### config.mk
export PLATFORM = sky130hd
export DESIGN_NAME = neighbor_table_with_aging_core
export DESIGN_NICKNAME = d
export VERILOG_FILES = /design/src/design/ntwa_pkg.sv /design/src/design/neighbor_table_with_aging_core.sv
export SDC_FILE = /design/constraint.sdc
export NUM_CORES = 1
export LEC_CHECK = 0
export BUFFER_PORTS_ARGS = -buffer_cell sky130_fd_sc_hd__buf_2
export CAP_MARGIN = 20
export CORE_ASPECT_RATIO = 0.5
export CORE_UTILIZATION = 50
export CTS_CLUSTER_SIZE = 40
export DETAILED_ROUTE_END_ITERATION = 10
export PLACE_DENSITY = 0.66
export SETUP_SLACK_MARGIN = 0.4
export SLEW_MARGIN = 10
export SYNTH_ARGS = -nofsm -noshare
export SYNTH_HDL_FRONTEND = slang
export SYNTH_SLANG_ARGS = --single-unit
### constraint.sdc
create_clock -name clk -period 9.6 [get_ports clk]
set_input_delay 0.48 -clock clk [delete_from_list [all_inputs] [get_ports clk]]
set_output_delay 0.48 -clock clk [all_outputs]
set_load 0.005 [all_outputs]
### src/design/ntwa_pkg.sv
// shared types and codes for the neighbor table with aging
// depends on nothing; used by neighbor_table_with_aging_core
package ntwa_pkg;

	localparam int ENTRIES_DEF   = 16;
	localparam int ID_BITS_DEF   = 16;
	localparam int TIME_BITS_DEF = 32;

	localparam int FUNC_W  = 3;
	localparam int ID_W    = 16;
	localparam int MAC_W   = 48;
	localparam int TIME_W  = 32;
	localparam int STAT_W  = 2;

	// operation codes
	localparam logic [FUNC_W-1:0] F_INSERT    = 3'd0;
	localparam logic [FUNC_W-1:0] F_ERASE_MAC = 3'd1;
	localparam logic [FUNC_W-1:0] F_ERASE_ID  = 3'd2;
	localparam logic [FUNC_W-1:0] F_UPDATE    = 3'd3;
	localparam logic [FUNC_W-1:0] F_LOOKUP    = 3'd4;
	localparam logic [FUNC_W-1:0] F_CLEAR     = 3'd5;
	localparam logic [FUNC_W-1:0] F_FLUSH     = 3'd6;

	// status codes
	localparam logic [STAT_W-1:0] ST_DONE = 2'd0;
	localparam logic [STAT_W-1:0] ST_MISS = 2'd1;
	localparam logic [STAT_W-1:0] ST_DUP  = 2'd2;
	localparam logic [STAT_W-1:0] ST_FULL = 2'd3;

	typedef struct packed {
		logic [FUNC_W-1:0] func;
		logic [ID_W-1:0]   node_id;
		logic [MAC_W-1:0]  mac;
		logic [TIME_W-1:0] contact_time;
		logic              connected;
	} req_t;

	typedef struct packed {
		logic [STAT_W-1:0] status;
		logic              present;
	} rsp_t;

endpackage

### src/design/neighbor_table_with_aging_core.sv
// neighbor table with mark-and-sweep aging: slot memory, valid flops, scan sequencer
// depends on ntwa_pkg
//
// a transaction scans the slots one per cycle through a memory with a registered read
// port; a hit ends the scan early, else it runs to the last slot; done is registered
// a new transaction is accepted only while idle (not busy), as the single read port serves one scan
// reset: all slots invalid, sequencer idle; slot contents are undefined until written
// the receiver cannot stall: each result is shown for one cycle on done
module neighbor_table_with_aging_core #(
	parameter int ENTRIES   = ntwa_pkg::ENTRIES_DEF,
	parameter int ID_BITS   = ntwa_pkg::ID_BITS_DEF,
	parameter int TIME_BITS = ntwa_pkg::TIME_BITS_DEF
) (
	input  logic          clk,
	input  logic          arst_n,
	input  logic          start,
	output logic          busy,
	input  ntwa_pkg::req_t req,
	output logic          done,
	output ntwa_pkg::rsp_t rsp
);

	// stored widths: only the low id / time bits take part
	localparam int KEY_W = (ID_BITS < ntwa_pkg::ID_W) ? ID_BITS : ntwa_pkg::ID_W;
	localparam int TW    = (TIME_BITS < ntwa_pkg::TIME_W) ? TIME_BITS : ntwa_pkg::TIME_W;
	localparam int IDX_W = (ENTRIES > 1) ? $clog2(ENTRIES) : 1;
	// slot word layout: {id, mac, time, connected}
	localparam int CONN_LSB = 0;
	localparam int TIME_LSB = 1;
	localparam int MAC_LSB  = TIME_LSB + TW;
	localparam int ID_LSB   = MAC_LSB + ntwa_pkg::MAC_W;
	localparam int WORD_W   = ID_LSB + KEY_W;
	localparam logic [IDX_W-1:0] LAST_IDX = IDX_W'(ENTRIES - 1);

	localparam logic S_IDLE = 1'b0;
	localparam logic S_SCAN = 1'b1;

	logic                  state_q;
	ntwa_pkg::req_t        req_q;
	logic [IDX_W-1:0]      rd_idx_q;
	logic                  rd_act_q;
	logic                  vld_s1;
	logic [IDX_W-1:0]      idx_s1;
	logic [WORD_W-1:0]     rd_data_s1;
	logic [ENTRIES-1:0]    valid_q;
	logic                  free_found_q;
	logic [IDX_W-1:0]      free_idx_q;
	logic                  done_q;
	ntwa_pkg::rsp_t        rsp_q;

	// slot memory: one write port, one registered read port
	logic [WORD_W-1:0]     mem [ENTRIES];

	logic                  accept;
	logic                  rd_en;
	logic                  finish;
	logic [ntwa_pkg::STAT_W-1:0] st;
	logic                  pres;
	logic                  wr_en;
	logic [IDX_W-1:0]      wr_addr;
	logic [WORD_W-1:0]     wr_data;
	logic                  set_v;
	logic                  clr_v;
	logic [IDX_W-1:0]      v_idx;
	logic                  nf_found;
	logic [IDX_W-1:0]      nf_idx;
	logic                  slot_v;
	logic                  is_last;
	logic                  id_hit;
	logic                  mac_hit;
	logic [KEY_W-1:0]      key;
	logic [TW-1:0]         tstamp;

	assign busy   = (state_q == S_SCAN);
	assign accept = start && !busy;
	assign rd_en  = busy && rd_act_q;
	assign key    = req_q.node_id[KEY_W-1:0];
	assign tstamp = req_q.contact_time[TW-1:0];

	// compare stage: slot idx_s1 is back from memory
	assign slot_v  = valid_q[idx_s1];
	assign is_last = (idx_s1 == LAST_IDX);
	assign id_hit  = slot_v && (rd_data_s1[ID_LSB +: KEY_W] == key);
	assign mac_hit = slot_v && (rd_data_s1[MAC_LSB +: ntwa_pkg::MAC_W] == req_q.mac);

	always_comb begin
		finish   = 1'b0;
		st       = ntwa_pkg::ST_DONE;
		pres     = 1'b0;
		wr_en    = 1'b0;
		wr_addr  = idx_s1;
		wr_data  = rd_data_s1;
		set_v    = 1'b0;
		clr_v    = 1'b0;
		v_idx    = idx_s1;
		nf_found = free_found_q;
		nf_idx   = free_idx_q;
		if (busy && vld_s1) begin
			case (req_q.func)
				ntwa_pkg::F_INSERT: begin
					// duplicate check runs over every slot before the free slot is used
					if (id_hit) begin
						finish = 1'b1;
						st     = ntwa_pkg::ST_DUP;
					end else begin
						if (!slot_v && !free_found_q) begin
							nf_found = 1'b1;
							nf_idx   = idx_s1;
						end
						if (is_last) begin
							finish = 1'b1;
							if (nf_found) begin
								wr_en   = 1'b1;
								wr_addr = nf_idx;
								wr_data = {key, req_q.mac, tstamp, req_q.connected};
								set_v   = 1'b1;
								v_idx   = nf_idx;
							end else begin
								st = ntwa_pkg::ST_FULL;
							end
						end
					end
				end
				ntwa_pkg::F_ERASE_MAC: begin
					if (mac_hit) begin
						finish = 1'b1;
						clr_v  = 1'b1;
					end else if (is_last) begin
						finish = 1'b1;
						st     = ntwa_pkg::ST_MISS;
					end
				end
				ntwa_pkg::F_ERASE_ID: begin
					if (id_hit) begin
						finish = 1'b1;
						clr_v  = 1'b1;
					end else if (is_last) begin
						finish = 1'b1;
						st     = ntwa_pkg::ST_MISS;
					end
				end
				ntwa_pkg::F_UPDATE: begin
					if (id_hit) begin
						finish  = 1'b1;
						wr_en   = 1'b1;
						wr_data = {rd_data_s1[ID_LSB +: KEY_W],
							rd_data_s1[MAC_LSB +: ntwa_pkg::MAC_W], tstamp, 1'b1};
					end else if (is_last) begin
						finish = 1'b1;
						st     = ntwa_pkg::ST_MISS;
					end
				end
				ntwa_pkg::F_LOOKUP: begin
					if (id_hit) begin
						finish = 1'b1;
						pres   = 1'b1;
					end else if (is_last) begin
						finish = 1'b1;
						st     = ntwa_pkg::ST_MISS;
					end
				end
				ntwa_pkg::F_CLEAR: begin
					// write-back of slot i overlaps the read of slot i+1, no conflict
					if (slot_v) begin
						wr_en   = 1'b1;
						wr_data = {rd_data_s1[WORD_W-1:TIME_LSB], 1'b0};
					end
					finish = is_last;
				end
				ntwa_pkg::F_FLUSH: begin
					clr_v  = slot_v && !rd_data_s1[CONN_LSB];
					finish = is_last;
				end
				default: begin
					finish = 1'b1;
				end
			endcase
		end
	end

	// slot memory
	always_ff @(posedge clk) begin
		if (wr_en) begin
			mem[wr_addr] <= wr_data;
		end
		if (rd_en) begin
			rd_data_s1 <= mem[rd_idx_q];
		end
	end

	// sequencer and valid bits
	always_ff @(posedge clk or negedge arst_n) begin
		if (!arst_n) begin
			state_q      <= S_IDLE;
			rd_act_q     <= 1'b0;
			rd_idx_q     <= '0;
			vld_s1       <= 1'b0;
			valid_q      <= '0;
			free_found_q <= 1'b0;
			done_q       <= 1'b0;
		end else begin
			done_q <= finish;
			// a hit ends the scan early; the read still in flight is dropped
			vld_s1 <= rd_en && !finish;
			if (set_v) begin
				valid_q[v_idx] <= 1'b1;
			end
			if (clr_v) begin
				valid_q[v_idx] <= 1'b0;
			end
			unique case (state_q)
				S_IDLE: begin
					if (accept) begin
						state_q      <= S_SCAN;
						rd_act_q     <= 1'b1;
						rd_idx_q     <= '0;
						free_found_q <= 1'b0;
					end
				end
				S_SCAN: begin
					free_found_q <= nf_found;
					if (finish) begin
						state_q  <= S_IDLE;
						rd_act_q <= 1'b0;
					end else if (rd_act_q) begin
						rd_idx_q <= rd_idx_q + 1'b1;
						if (rd_idx_q == LAST_IDX) begin
							rd_act_q <= 1'b0;
						end
					end
				end
				default: begin
					state_q <= S_IDLE;
				end
			endcase
		end
	end

	// payload registers
	always_ff @(posedge clk) begin
		if (accept) begin
			req_q <= req;
		end
		idx_s1     <= rd_idx_q;
		free_idx_q <= nf_idx;
		if (finish) begin
			rsp_q.status  <= st;
			rsp_q.present <= pres;
		end
	end

	assign done = done_q;
	assign rsp  = rsp_q;

	// a result only follows a scan
	a_done_after_scan: assert property (@(posedge clk) disable iff (!arst_n)
		done |-> $past(busy))
		else $error("result without a scan");

	// an accepted transaction starts a scan
	a_accept_scans: assert property (@(posedge clk) disable iff (!arst_n)
		(start && !busy) |=> busy)
		else $error("accept did not start a scan");

	// duplicate and full status come from inserts only
	a_ins_status: assert property (@(posedge clk) disable iff (!arst_n)
		(done && (rsp.status == ntwa_pkg::ST_DUP || rsp.status == ntwa_pkg::ST_FULL))
		|-> (req_q.func == ntwa_pkg::F_INSERT))
		else $error("insert status on another operation");

	// present only on a successful lookup
	a_present: assert property (@(posedge clk) disable iff (!arst_n)
		(done && rsp.present) |-> (rsp.status == ntwa_pkg::ST_DONE
			&& req_q.func == ntwa_pkg::F_LOOKUP))
		else $error("present outside a lookup hit");

endmodule
After elaboration in Yosys (flattened, before gate mapping)

Memory sizes are Yosys's and may differ from the RTL's. A register that Yosys moved wholly into a read port is not among the register bits.
Cells that the tools add are included.
Widths: inputs -> output; s select.

Output and inout port bits: 5
Memory bits (writable): 1,552
Memories: 1
Word-level logic and storage cells: 130
Bits of input ports: 103
Bits in registers: 136

Equal/unequal tests: 16
Mux-type cells: 66
Order comparisons: 3
Reduce and logical (&&, ||, !) cells: 22
Add/sub/neg operators: 1
Bitwise logic cells: 5

Memory list:

| name | depth | width | rd ports | clocked after memory_dff | wr ports | RTL line                             | source |
|---|---|---|---|---|---|---|---|
| mem  | 16    | 97    | 1        | 1                        | 1        | neighbor_table_with_aging_core.sv:52 | `logic [WORD_W-1:0] mem [ENTRIES];` |

Operators by type and width:

| kind               | count |
|---|---|
| $mux 97            | 4 |
| $pmux 97 s3        | 1 |
| $eq 48x48->1       | 1 |
| $mux 4             | 9 |
| $mux 1             | 35 |
| $mux 33            | 1 |
| $mux 16            | 2 |
| $and 16x16->16     | 1 |
| $eq 16x16->1       | 1 |
| $not 16->16        | 1 |
| $or 16x16->16      | 1 |
| $lt 4x5->1 const B | 2 |
| $eq 3x3->1 const B | 3 |
| $logic_and 1x1->1  | 9 |
| $pmux 1 s3         | 3 |
| $eq 4x4->1 const B | 2 |
| $mux 2             | 4 |
| $pmux 4 s2         | 1 |
| $eq 3x2->1 const B | 2 |
| $ne 2x1->1 const B | 3 |
| $ne 2x2->1 const B | 3 |
| $pmux 1 s2         | 3 |
| $pmux 2 s3         | 1 |
| $reduce_and 3->1   | 2 |
| 13 further kinds   | 18 |

Longest topological paths before layout

Gate-level depths: netlist (run 1).

Depth after elaboration: 21
Gate-level depth with buffers: 10
Depth with buffers taken out: 7

Worst setup path after synthesis (run 1)

OpenSTA, ideal clock, no wires.

Kind: register -> register
Start: reg idx_s1[3]
End: mem mem[10][0] in the netlist's numbering (enable)
Path slack: 2,465 ps
Arrival time: 6,567 ps
Data required time: 9,032 ps
Setup time: 568 ps
Stages on the path, launching flop included: 10
Period minus slack after synthesis: 7,135 ps
Cells stage by stage: dfxtp_1 buf_2 mux4_2 nand3b_1 nand4_2 buf_2 a211oi_1 o21ai_2 buf_2 nor3_1

Cells in the longest elaborated chain, start to end: 15
Elaborated cells on any way between the ends: 25
Classes of those cells: 1 x eq/ne; 21 x mux; 3 x reduce/logical

Ends and longest elaborated chain:

| item                         | RTL line                              | source |
|---|---|---|
| start: declaration           | neighbor_table_with_aging_core.sv:43  | `logic [IDX_W-1:0] idx_s1;` |
| start signal: assignment     | neighbor_table_with_aging_core.sv:244 | `idx_s1 <= rd_idx_q;` |
| $bmux 1 s4                   | neighbor_table_with_aging_core.sv:81  | `assign slot_v = valid_q[idx_s1];` |
| $mux 1 (implied by the code) | neighbor_table_with_aging_core.sv:81  |  |
| $logic_not 1->1              | neighbor_table_with_aging_core.sv:106 | `if (!slot_v && !free_found_q) begin` |
| $logic_and 1x1->1            | neighbor_table_with_aging_core.sv:106 |  |
| $mux 1                       | neighbor_table_with_aging_core.sv:106 |  |
| $mux 1                       | neighbor_table_with_aging_core.sv:102 | `if (id_hit) begin` |
| $mux 1                       | neighbor_table_with_aging_core.sv:99  | `case (req_q.func)` |
| $mux 1                       | neighbor_table_with_aging_core.sv:98  | `if (busy && vld_s1) begin` |
| $mux 1                       | neighbor_table_with_aging_core.sv:112 | `if (nf_found) begin` |
| $mux 1                       | neighbor_table_with_aging_core.sv:110 | `if (is_last) begin` |
| $mux 1                       | neighbor_table_with_aging_core.sv:102 |  |
| $pmux 1 s3                   | neighbor_table_with_aging_core.sv:99  |  |
| $mux 1                       | neighbor_table_with_aging_core.sv:98  |  |
| $mux 1                       | neighbor_table_with_aging_core.sv:183 | `if (wr_en) begin` |
| $mux 1 (implied by the code) | neighbor_table_with_aging_core.sv:184 | `mem[wr_addr] <= wr_data;` |
| end: declaration             | neighbor_table_with_aging_core.sv:52  |  |

Parallel ways exist; a longest one is shown, timed or not. The select of a mux whose other input is x is not followed.

Worst setup path after layout (run 1)

Start: reg idx_s1[3]
End: mem mem[0][54] in the netlist's numbering (enable)

Same word-level chain as after synthesis.

==> reports/qor.csv, run 1 <==
metric,value,unit
fmax,192,MHz
# resized after CTS,0,
WP buf/inv,3,
cell area after synthesis,46500,µm²
multiplexer share of the synthesized area,17.6,%
Initial Util,50.9,%
Skew-Pair Late Insertion Delay,0.70,ns
die height,218,µm
Yosys top cell area share,76.2,%
Main synth FF type,edfxtp_1,
"Core Util, Final",57.6,%
core area,91300,µm²
max incr delay on CP,0.86,ns
"most common cell after layout, fill and taps aside",edfxtp_1,
WL per Instance,29.4,µm
Post-Synth Simple-Gate Area,1.31,%
post-CTS setup buffers,0,
cts bufs inserted,103,
Synth area leader,edfxtp_1,
CP endpoint kind,flop,
Slew @ Worst Pin,1.26,ns
Placement Rows,78,
total power draw,12.6,mW
"Clk pin slew, worst setup/hold paths",0.07,ns
proportion of layout cells with a drive suffix above 1,31.4,%
gpl congestion,0.756,
CP Max Fanout,32,
clk sinks,1209,
Cells after Synth,1953,
CP Launch Type,flop,
final worst setup slack,4.40,ns
ordered cell list for the critical path,"nand4_1, or4_1, o21a_1, a31oi_2, and2_1, inv_2, nor3_4, buf_4, buf_4",
vias in the first global route,21411,
Max Cap Violations,0,
"commonest cells after routing, fill and taps aside","1180 x edfxtp_1, 329 x mux4_2, 104 x clkbuf_16, 75 x buf_2, 68 x dlygate4sd3_1",
DR iter-0 viols,2802,
Port Buffers,75,
library cells used by synthesis,52,
DP HPWL,51100,µm
synth top area cells,"edfxtp_1 76%, mux4_2 16%, dfrtp_1 1.3%",
via count,21304,
"slowest stage cell, crit path",nor3_4,
antenna violations before repair,3,
Tmin final,5.20,ns
PD cells,240,nW/µm²
worst vdd ir,189,µV
asr flop ratio synth,2.07,%
1st-pass router iterations,5,
DRT antenna net count,0,
Seq cells post-synth,1209,
Area Overhead vs Synth,13.2,%
DRC,0,
Worst Hold Class,primary input to flop,
Final Cycle Share,54.1,%
Ports,108,
Worst EP required,9.93,ns
Final Skew,0.0283,ns
Root Buffer,clkbuf_16,
Final TNS setup,0,ns
vias per cell,6.13,
"EDFF count, synth",1180,
pin count of the biggest net entering global routing,106,
Ant. Diodes,0,
Die X,433,µm
H-Tree Level Count,3,
max_slew headroom,15.0,%
largest family of logic cells by synthesized area,multiplexers,
worst endpoint data arrival time,5.52,ns
DP Worst Slack,4.31,ns
global route overflow,0,
Compound-Gate Fraction of Synth Area,1.06,%
LEAKAGE,16.2,nW
xor/xnor cell area share of the yosys netlist,1.21,%
"most used cell, CP",buf_4,
outcome,finished clean,
die area,94200,µm²
sequential share of the synthesized area,77.8,%
WHS,0.0746,ns
final slew viol count,0,
syn_area_per_cell,23.8,µm²
Synth Warn #,0,
critical path class,flop to flop,
"Net Count, Synth",2057,
Routed WL,102000,µm
Final setup violation count,0,
Final Hold Viols,0,
GRT Resource Usage Total,22.3,%
nets@finish,2254,
first-pass GRT wire length,149000,µm
RSZ-0062 raised after global routing,false,
maximum buffer depth of the clock tree,3,
adder-cell share of the synthesized area,0.0269,%
Worst path top cell family by delay,simple AND/OR/NAND/NOR gates,
CTS tree,built,
per-layer routing:
layer	wire length (µm)	share of wire, %	GRT usage, %
met1	43600	43	33.3
met3	7930	7.8	3.98
met2	49200	48	34.7
met4	1550	1.5	4.85
met5	0	0	0
Yosys cell counts, types with 3 or more instances:
cell and count:
nand4_1 18, or3_1 3, edfxtp_1 1180, dfxtp_1 4, nor4_1 4, nor2b_1 6
buf_2 13, and2_1 5, a21oi_1 7, buf_1 15, nor2_1 10, o21ai_0 6
nand2_1 12, mux2i_1 5, dfrtp_1 25, a31oi_1 31, mux4_2 329, clkbuf_1 64
xnor2_1 64, nor3_2 7, mux2_2 53, buf_4 6, nor3_1 11, inv_1 8
mux2_1 12, a31oi_2 4, nand3_1 6, o21a_1 5, nand2b_1 8
stage by stage:
stage / cell area (µm²) / std cells
after floorplan: 46500 / 1953
after global placement: 48500 / 3217
after detailed placement: 48500 / 3217
after CTS: 52600 / 3476
after global routing: 52600 / 3476
final: 52600 / 3476
power breakdown:
part / leakage, nW / switching (mW) / total [mW] / internal (mW)
clock: 1.65 / 1.91 / 4.26 / 2.35
sequential: 11.0 / 0.176 / 5.99 / 5.81
combinational: 3.61 / 1.02 / 2.40 / 1.38
total: 16.2 / 3.10 / 12.6 / 9.55
area by class of cell:
type | count | area (µm²)
Sequential cell | 1209 | 36200
Timing Repair Buffer | 192 | 1450
Clock inverter | 74 | 790
Inverter | 10 | 40.0
Multi-Input combinational cell | 634 | 9980
Fill cell | 6516 | 38700
Tap cell | 1240 | 1550
Clock buffer | 117 | 2650
final timing paths:
path | startpoint | to | slack, ns | depth (start not counted)
worst min register to register | valid_q[15]$_DFF_PN0_ | valid_q[15]$_DFF_PN0_ | 0.54 | 2
worst min-delay path | req[63] | req_q[63]$_DFFE_PP_ | 0.07 | 1
min in group asynchronous | arst_n | done$_DFF_PN0_ | 0.33 | 2
worst max register to register | idx_s1[3]$_DFF_P_ | mem[0][54]$_DFFE_PP_ | 4.40 | 9
max in group asynchronous | arst_n | rd_idx_q[3]$_DFFE_PN0P_ | 8.83 | 2
worst max-delay path | idx_s1[3]$_DFF_P_ | mem[0][54]$_DFFE_PP_ | 4.40 | 9
kinds of logic (layout without fill, tap and decap cells):
group                      Yosys count  in the layout
buffers and inverters              110            393
muxes                              399            399
AOI/OAI and AO/OA                   69             69
xor gates and xnor gates            64             64
and+or+nand+nor                    101            101
DFF                               1209           1209
adders and majority gates            1              1
registers in the layout, indices dropped and copies added, names as in the netlist, named ones only:
signal / count
free_found_q: 1
rd_act_q: 1
vld_s1: 1
busy: 1
rd_data_s1: 65
req_q: 52
done: 1
valid_q: 16
mem: 1040
idx_s1: 4
rd_idx_q: 4
rsp: 3
key: 16
what timing repair did:
| action | in CTS | in global routing |
|---|---|---|
| hold buffers | 68 | 0 |
| hold endpoints to repair | 92 | 0 |
| setup endpoints to repair | 0 | 0 |
Power figures use the tool's default switching activity.
==> inputs of run 2 (changes only) <==
==> constraint.sdc (replaced) <==
create_clock -name clk -period 4.85 [get_ports clk]
set_input_delay 0.2425 -clock clk [delete_from_list [all_inputs] [get_ports clk]]
set_output_delay 0.2425 -clock clk [all_outputs]
set_load 0.005 [all_outputs]
==> run 2 against run 1 <==
Critical path depth is 2 lower. Clock-buffer cell count unchanged. Fmax is 29% higher. Via count decreased by 1.4%. Clock power increased by 97%. Clock skew grew 0.0072 ns. Design area grew 0.87%. Critical path type unchanged. Worst setup slack got worse by 3.6 ns. Global-route usage is 0.15 points lower. Non-clock buffer count grew 4. Hold slack about the same. Total power up 99%.
==> reports/qor.csv, run 2 (same netlist as run 1, synthesis figures left out) <==
metric,value,unit,change
Die X,433,µm,unchanged
dpl cells,3219,,+0.062%
Final Cycle Share,83.1,%,+29 points
"reg-to-reg slack, setup",0.82,ns,-3.59 ns
H-Tree Level Count,3,,unchanged
cts bufs inserted,103,,unchanged
vias in the first global route,21349,,-0.29%
RSZ-0062 raised after global routing,false,,
outcome,finished clean,,
pin count of the biggest net entering global routing,81,,-24%
DP HPWL,49700,µm,-2.6%
WL per Instance,29.2,µm,-0.90%
Area Overhead vs Synth,14.2,%,
CP Launch Type,flop,,
Final Hold Viols,0,,unchanged
final slew viol count,0,,unchanged
Port Buffers,75,,unchanged
vias per cell,6.04,,-1.5%
FF/Latch Area,36200,µm²,unchanged
core area,91300,µm²,unchanged
antenna violations before repair,2,,-1
area of the multi-input gates,10000,µm²,+0.45%
Ant. Diodes,0,,unchanged
Initial Util,50.9,%,unchanged
1st-pass router iterations,8,,+3
"most common cell after layout, fill and taps aside",edfxtp_1,,
clk sinks,1209,,unchanged
LEAKAGE,16.4,nW,+1.3%
Largest register FFs,1040,,unchanged
Placement Rows,78,,unchanged
CTS tree,built,,
via count,21008,,-1.4%
proportion of layout cells with a drive suffix above 1,30.8,%,-0.62 points
post-CTS setup buffers,0,,unchanged
CP endpoint kind,flop,,
WP buf/inv,1,,-2
DR iter-0 viols,2684,,-4.2%
maximum buffer depth of the clock tree,3,,unchanged
worst r2r dst,mem[6][91]$_DFFE_PP_,,
Final setup violation count,0,,unchanged
critical path class,flop to flop,,
Layout fillers,6476,,-0.61%
Final Skew,0.0355,ns,+0.00719 ns
Tmin final,4.03,ns,-1.16 ns
PD cells,473,nW/µm²,+97%
DRT met1 WL,44300,µm,+1.7%
worst vdd ir,313,µV,+66%
reg2reg start,idx_s1[3]$_DFF_P_,,
GRT Resource Usage Total,22.1,%,-0.15 points
CP Max Fanout,16,,-50%
Skew-Pair Late Insertion Delay,0.70,ns,about the same
Largest regs,"mem (1040), rd_data_s1 (65), req_q (52)",,
"slowest stage cell, crit path",nor3_4,,
first-pass GRT wire length,148000,µm,-0.18%
Root Buffer,clkbuf_16,,
"commonest cells after routing, fill and taps aside","1180 x edfxtp_1, 329 x mux4_2, 105 x clkbuf_16, 75 x buf_2, 70 x dlygate4sd3_1",,
"Clk pin slew, worst setup/hold paths",0.07,ns,about the same
Worst path top cell family by delay,simple AND/OR/NAND/NOR gates,,
max incr delay on CP,0.81,ns,-0.05 ns
nets@finish,2258,,+0.18%
global route overflow,0,,unchanged
"non-filler cells, final",3479,,+0.086%
Finished Cell Area,53100,µm²,+0.87%
max layer used,met4,,
fmax,248,MHz,+29%
DRT antenna net count,0,,unchanged
die area,94200,µm²,unchanged
metal3 WL,6850,µm,-14%
Biggest register,mem,,
Ports,108,,unchanged
Max Cap Violations,0,,unchanged
Reg2Reg Depth,7,,-2
worst endpoint data arrival time,4.42,ns,-1.10 ns
Worst EP required,5.24,ns,-4.69 ns
Worst Hold Class,primary input to asynchronous set/reset pin,,
max_slew headroom,25.2,%,+10 points
gpl congestion,0.783,,+3.5%
placed inst area,49000,µm²,+0.98%
Met2 Wirelength,48400,µm,-1.7%
Routed WL,101000,µm,-0.82%
DRC,0,,unchanged
Slew @ Worst Pin,1.12,ns,-0.145 ns
ordered cell list for the critical path,"mux4_2, nand3b_1, nand4_2, a211oi_1, o21ai_4, nor3_4, buf_4",,
die height,218,µm,unchanged
-- run 2: where the power goes --
| part | switching [mW] | internal [mW] | total [mW] |
|---|---|---|---|
| clock | 3.71 | 4.70 | 8.41 |
| sequential | 0.384 | 11.5 | 11.9 |
| combinational | 2.03 | 2.79 | 4.82 |
| total | 6.13 | 19.0 | 25.1 |
-- run 2: what timing repair did --
action | 4_1_cts | 5_1_grt
endpoints found under the hold margin | 98 | 0
endpoints found under the setup margin | 0 | 0
hold buffers | 70 | 0
resized for setup | 0 | 0
-- run 2: per-stage QoR --
stage | util (%) | power [mW] | setup slack, ns | TNS, ns | hold slack (ns)
6_report | 58.1 | 25.1 | 0.819 | 0 | 0.0747
5_1_grt | 58.1 | 26.0 | 0.518 | 0 | 0.114
4_1_cts | 58.1 | 25.4 | 0.751 | 0 | 0.0407
3_5_place_dp | 53.6 | 17.0 | 0.793 | 0 | 0.276
3_3_place_gp | 53.6 | 17.0 | 0.763 | 0 | 0.272
2_1_floorplan | - | 15.9 | -0.405 | -203.24 | -0.0531
-- run 2: per-layer routing --
metal | vias to the layer above | track usage, %
met5 | - | 0
met4 | 0 | 5.44
met3 | 126 | 3.42
met2 | 757 | 34.3
met1 | 11365 | 33.4
li1 | 8760 | -
-- run 2: final cells by class --
| cell class | count | share of cell area (%) |
|---|---|---|
| multi-input cells | 634 | 18.9 |
| inverters | 10 | 0.0754 |
| clock inverters | 73 | 1.38 |
| well taps | 1240 | 2.92 |
| repair buffers | 196 | 3.57 |
| flip-flops and latches | 1209 | 68.1 |
| clock buffers | 117 | 5.04 |
-- run 2: worst max path at each step --
stage / startpoint / end / slack (ns) / cells past startpoint
6_report: idx_s1[3]$_DFF_P_ / mem[6][91]$_DFFE_PP_ / 0.82 / 7
5_1_grt: idx_s1[3]$_DFF_P_ / mem[6][91]$_DFFE_PP_ / 0.52 / 7
4_1_cts: idx_s1[3]$_DFF_P_ / mem[6][91]$_DFFE_PP_ / 0.75 / 7
3_5_place_dp: idx_s1[3]$_DFF_P_ / mem[6][83]$_DFFE_PP_ / 0.79 / 7
3_3_place_gp: idx_s1[3]$_DFF_P_ / mem[6][83]$_DFFE_PP_ / 0.76 / 7
2_1_floorplan: req_q[98]$_DFFE_PP_ / mem[0][0]$_DFFE_PP_ / -0.41 / 10
==> inputs of run 3 (changes only) <==
--- a/config.mk
+++ b/config.mk
@@ -5,6 +5,7 @@
 export SDC_FILE = /design/constraint.sdc
 export NUM_CORES = 1
 export LEC_CHECK = 0
+export ABC_AREA = 1
 export BUFFER_PORTS_ARGS = -buffer_cell sky130_fd_sc_hd__buf_2
 export CAP_MARGIN = 20
 export CORE_ASPECT_RATIO = 0.5
==> constraint.sdc (replaced) <==
create_clock -name clk -period 4 [get_ports clk]
set_input_delay 0.2 -clock clk [delete_from_list [all_inputs] [get_ports clk]]
set_output_delay 0.2 -clock clk [all_outputs]
set_load 0.005 [all_outputs]
==> run 3 against run 2 <==
Design area is 2.8% higher. Utilization rose by 0.12 points. Critical path depth is 6 higher.
==> reports/qor.csv, run 3 <==
metric,value,unit,change
outcome,finished clean,,
reg2reg start,key[3]$_DFFE_PP_,,
WHS,0.0716,ns,-0.00306 ns
first-pass GRT wire length,177000,µm,+19%
"EDFF count, synth",1180,,unchanged
Largest regs,"mem (1040), rd_data_s1 (65), req_q (52)",,
library cells used by synthesis,38,,-27%
Slew @ Worst Pin,0.955,ns,-0.163 ns
Routed WL,119000,µm,+18%
Final Cycle Share,85.7,%,+2.5 points
vias per cell,5.93,,-1.8%
die height,220,µm,+1.2%
via count,30356,,+44%
vias in the first global route,28794,,+35%
syn_area_per_cell,13.1,µm²,-45%
Layout fillers,7253,,+12%
Worst Hold Class,primary input to asynchronous set/reset pin,,
Yosys top cell area share,74.4,%,-1.9 points
top-count cell post-synth,edfxtp_1,,
"Clk pin slew, worst setup/hold paths",0.07,ns,about the same
Final Skew,0.0255,ns,-0.00995 ns
gpl congestion,0.816,,+4.2%
PD cells,689,nW/µm²,+46%
commonest cells in the netlist,"1180 x edfxtp_1, 580 x nor2_1, 543 x o21ai_0",,
CP endpoint kind,flop,,
maximum buffer depth of the clock tree,3,,unchanged
Finished Cell Area,54600,µm²,+2.8%
Seq cells post-synth,1209,,unchanged
sequential share of the synthesized area,75.8,%,-1.9 points
die area,96600,µm²,+2.5%
"most common cell after layout, fill and taps aside",edfxtp_1,,
synth top area cells,"edfxtp_1 74%, o21ai_0 5.7%, nor2_1 4.6%",,
Root Buffer,clkbuf_16,,
Port Buffers,75,,unchanged
FF/Latch Area,36200,µm²,about the same
fmax,292,MHz,+18%
placed inst area,50300,µm²,+2.8%
Ports,108,,unchanged
CP Launch Type,flop,,
Synth area leader,edfxtp_1,,
H-Tree Level Count,3,,unchanged
final worst setup slack,0.574,ns,-0.245 ns
Max Cap Violations,0,,unchanged
WL per Instance,23.3,µm,-20%
RSZ-0062 raised after global routing,false,,
1st-pass router iterations,7,,-1
pin count of the biggest net entering global routing,184,,+130%
final slew viol count,0,,unchanged
Die X,439,µm,+1.3%
Skew-Pair Late Insertion Delay,0.71,ns,about the same
DP Worst Slack,0.450,ns,-0.343 ns
Final setup violation count,0,,unchanged
DRC,0,,unchanged
worst endpoint data arrival time,3.80,ns,-0.62 ns
global route overflow,0,,unchanged
"Net Count, Synth",3749,,+82%
CTS tree,built,,
"Core Util, Final",58.2,%,+0.12 points
core area,93700,µm²,+2.6%
proportion of layout cells with a drive suffix above 1,10.4,%,-20 points
Cells after Synth,3645,,+87%
GRT Resource Usage Total,24.6,%,+2.5 points
worst vdd ir,930,µV,+200%
Ant. Diodes,0,,unchanged
nets@finish,3880,,+72%
DP HPWL,60700,µm,+22%
Initial Util,50.9,%,about the same
cts bufs inserted,105,,+1.9%
antenna violations before repair,2,,unchanged
Final Hold Viols,0,,unchanged
Placement Rows,79,,+1.3%
CP startpoint,key[3]$_DFFE_PP_,,
CP Max Fanout,27,,+11
Synth Warn #,0,,unchanged
asr flop ratio synth,2.07,%,unchanged
area of the multi-input gates,10500,µm²,+5.1%
LEAKAGE,18.0,nW,+9.8%
Largest register FFs,1040,,unchanged
DR iter-0 viols,3377,,+26%
cell area after synthesis,47700,µm²,+2.5%
Area Overhead vs Synth,14.5,%,
"commonest cells after routing, fill and taps aside","1180 x edfxtp_1, 569 x nor2_1, 543 x o21ai_0, 432 x nand2_1, 151 x nand3_1",,
max_slew headroom,36.3,%,+11 points
critical path class,flop to flop,,
Tmin final,3.43,ns,-0.605 ns
DRT antenna net count,0,,unchanged
Worst EP required,4.37,ns,-0.87 ns
clk sinks,1209,,unchanged
Biggest register,mem,,
Main synth FF type,edfxtp_1,,
-- run 3: changes by cell type after synthesis, sizes merged, moves of 146 or more --
cell	change
nand3	+146
nand2	+433
mux4	-329
o21ai	+535
o22ai	+149
nor2	+582
-- run 3: worst max-delay path, cell delays in order (launching register included) --
cell	delay [ns]
edfxtp_1	0.45
xnor2_1	0.26
nand2_1	0.08
nor2_1	0.24
nand2_1	0.11
nor2_1	0.11
buf_4	0.17
nand3_4	0.17
nand4_1	0.17
nand2_4	0.13
nor2_2	0.39
nand2_1	0.18
nor2_4	0.31
buf_12	0.30
-- run 3: logic make-up after synthesis --
| logic type | Yosys count | synth area share, % |
|---|---|---|
| compound gates | 846 | 10.3 |
| flops | 1209 | 75.8 |
| mux | 4 | 0.0945 |
| buf+inv | 323 | 2.63 |
| simple gates | 1215 | 10.2 |
| fa+ha+maj | 1 | 0.0263 |
| xor+xnor | 47 | 0.864 |
-- run 3: power by group --
group | switching [mW] | internal (mW) | leakage, nW
logic | 7.69 | 2.89 | 5.34
registers | 0.456 | 16.4 | 11.0
clock network | 4.54 | 5.57 | 1.66
-- run 3: worst paths after layout --
kind / endpoint / cells after the start / slack, ns
max: mem[6][40]$_DFFE_PP_ / 13 / 0.57
max reg2reg: mem[6][40]$_DFFE_PP_ / 13 / 0.57
min in group clk: req_q[61]$_DFFE_PP_ / 2 / 0.20
min reg2reg: idx_s1[3]$_DFF_P_ / 0 / 0.50
min: rd_act_q$_DFFE_PN0P_ / 2 / 0.07
max in group asynchronous: rd_idx_q[0]$_DFFE_PN0P_ / 2 / 3.46
-- run 3: what timing repair did --
| action | 4_1_cts | 5_1_grt |
|---|---|---|
| hold endpoints to repair | 100 | 0 |
| endpoints found under the setup margin | 0 | 1352 |
| resized for setup | 0 | 14 |
| setup buffers | 0 | 6 |
| hold buffers | 70 | 0 |
-- run 3: final cells by class --
class	count	share of cell area, %
clock buffer	125	5.11
clock inverter	68	1.11
inverter	98	0.706
multi-input combinational	2113	19.3
sequential	1209	66.3
tap	1255	2.88
timing repair buffer	249	4.62
-- run 3: stage by stage --
stage / setup TNS [ns] / total power, mW / cells
floorplan: -48.07 / 24.0 / 3645
global placement: 0 / 27.2 / 4847
detailed placement: 0 / 27.6 / 4848
CTS: 0 / 37.6 / 5111
global route: 0 / 39.3 / 5117
finish: 0 / 37.6 / 5117
-- run 3: layer usage --
metal | wire (µm) | vias up | global-route usage (%)
li1 | - | 13693 | -
met1 | 50100 | 15212 | 34.7
met5 | 0 | - | 0
met4 | 2530 | 0 | 6.24
met3 | 10000 | 191 | 4.10
met2 | 56700 | 1260 | 40.1
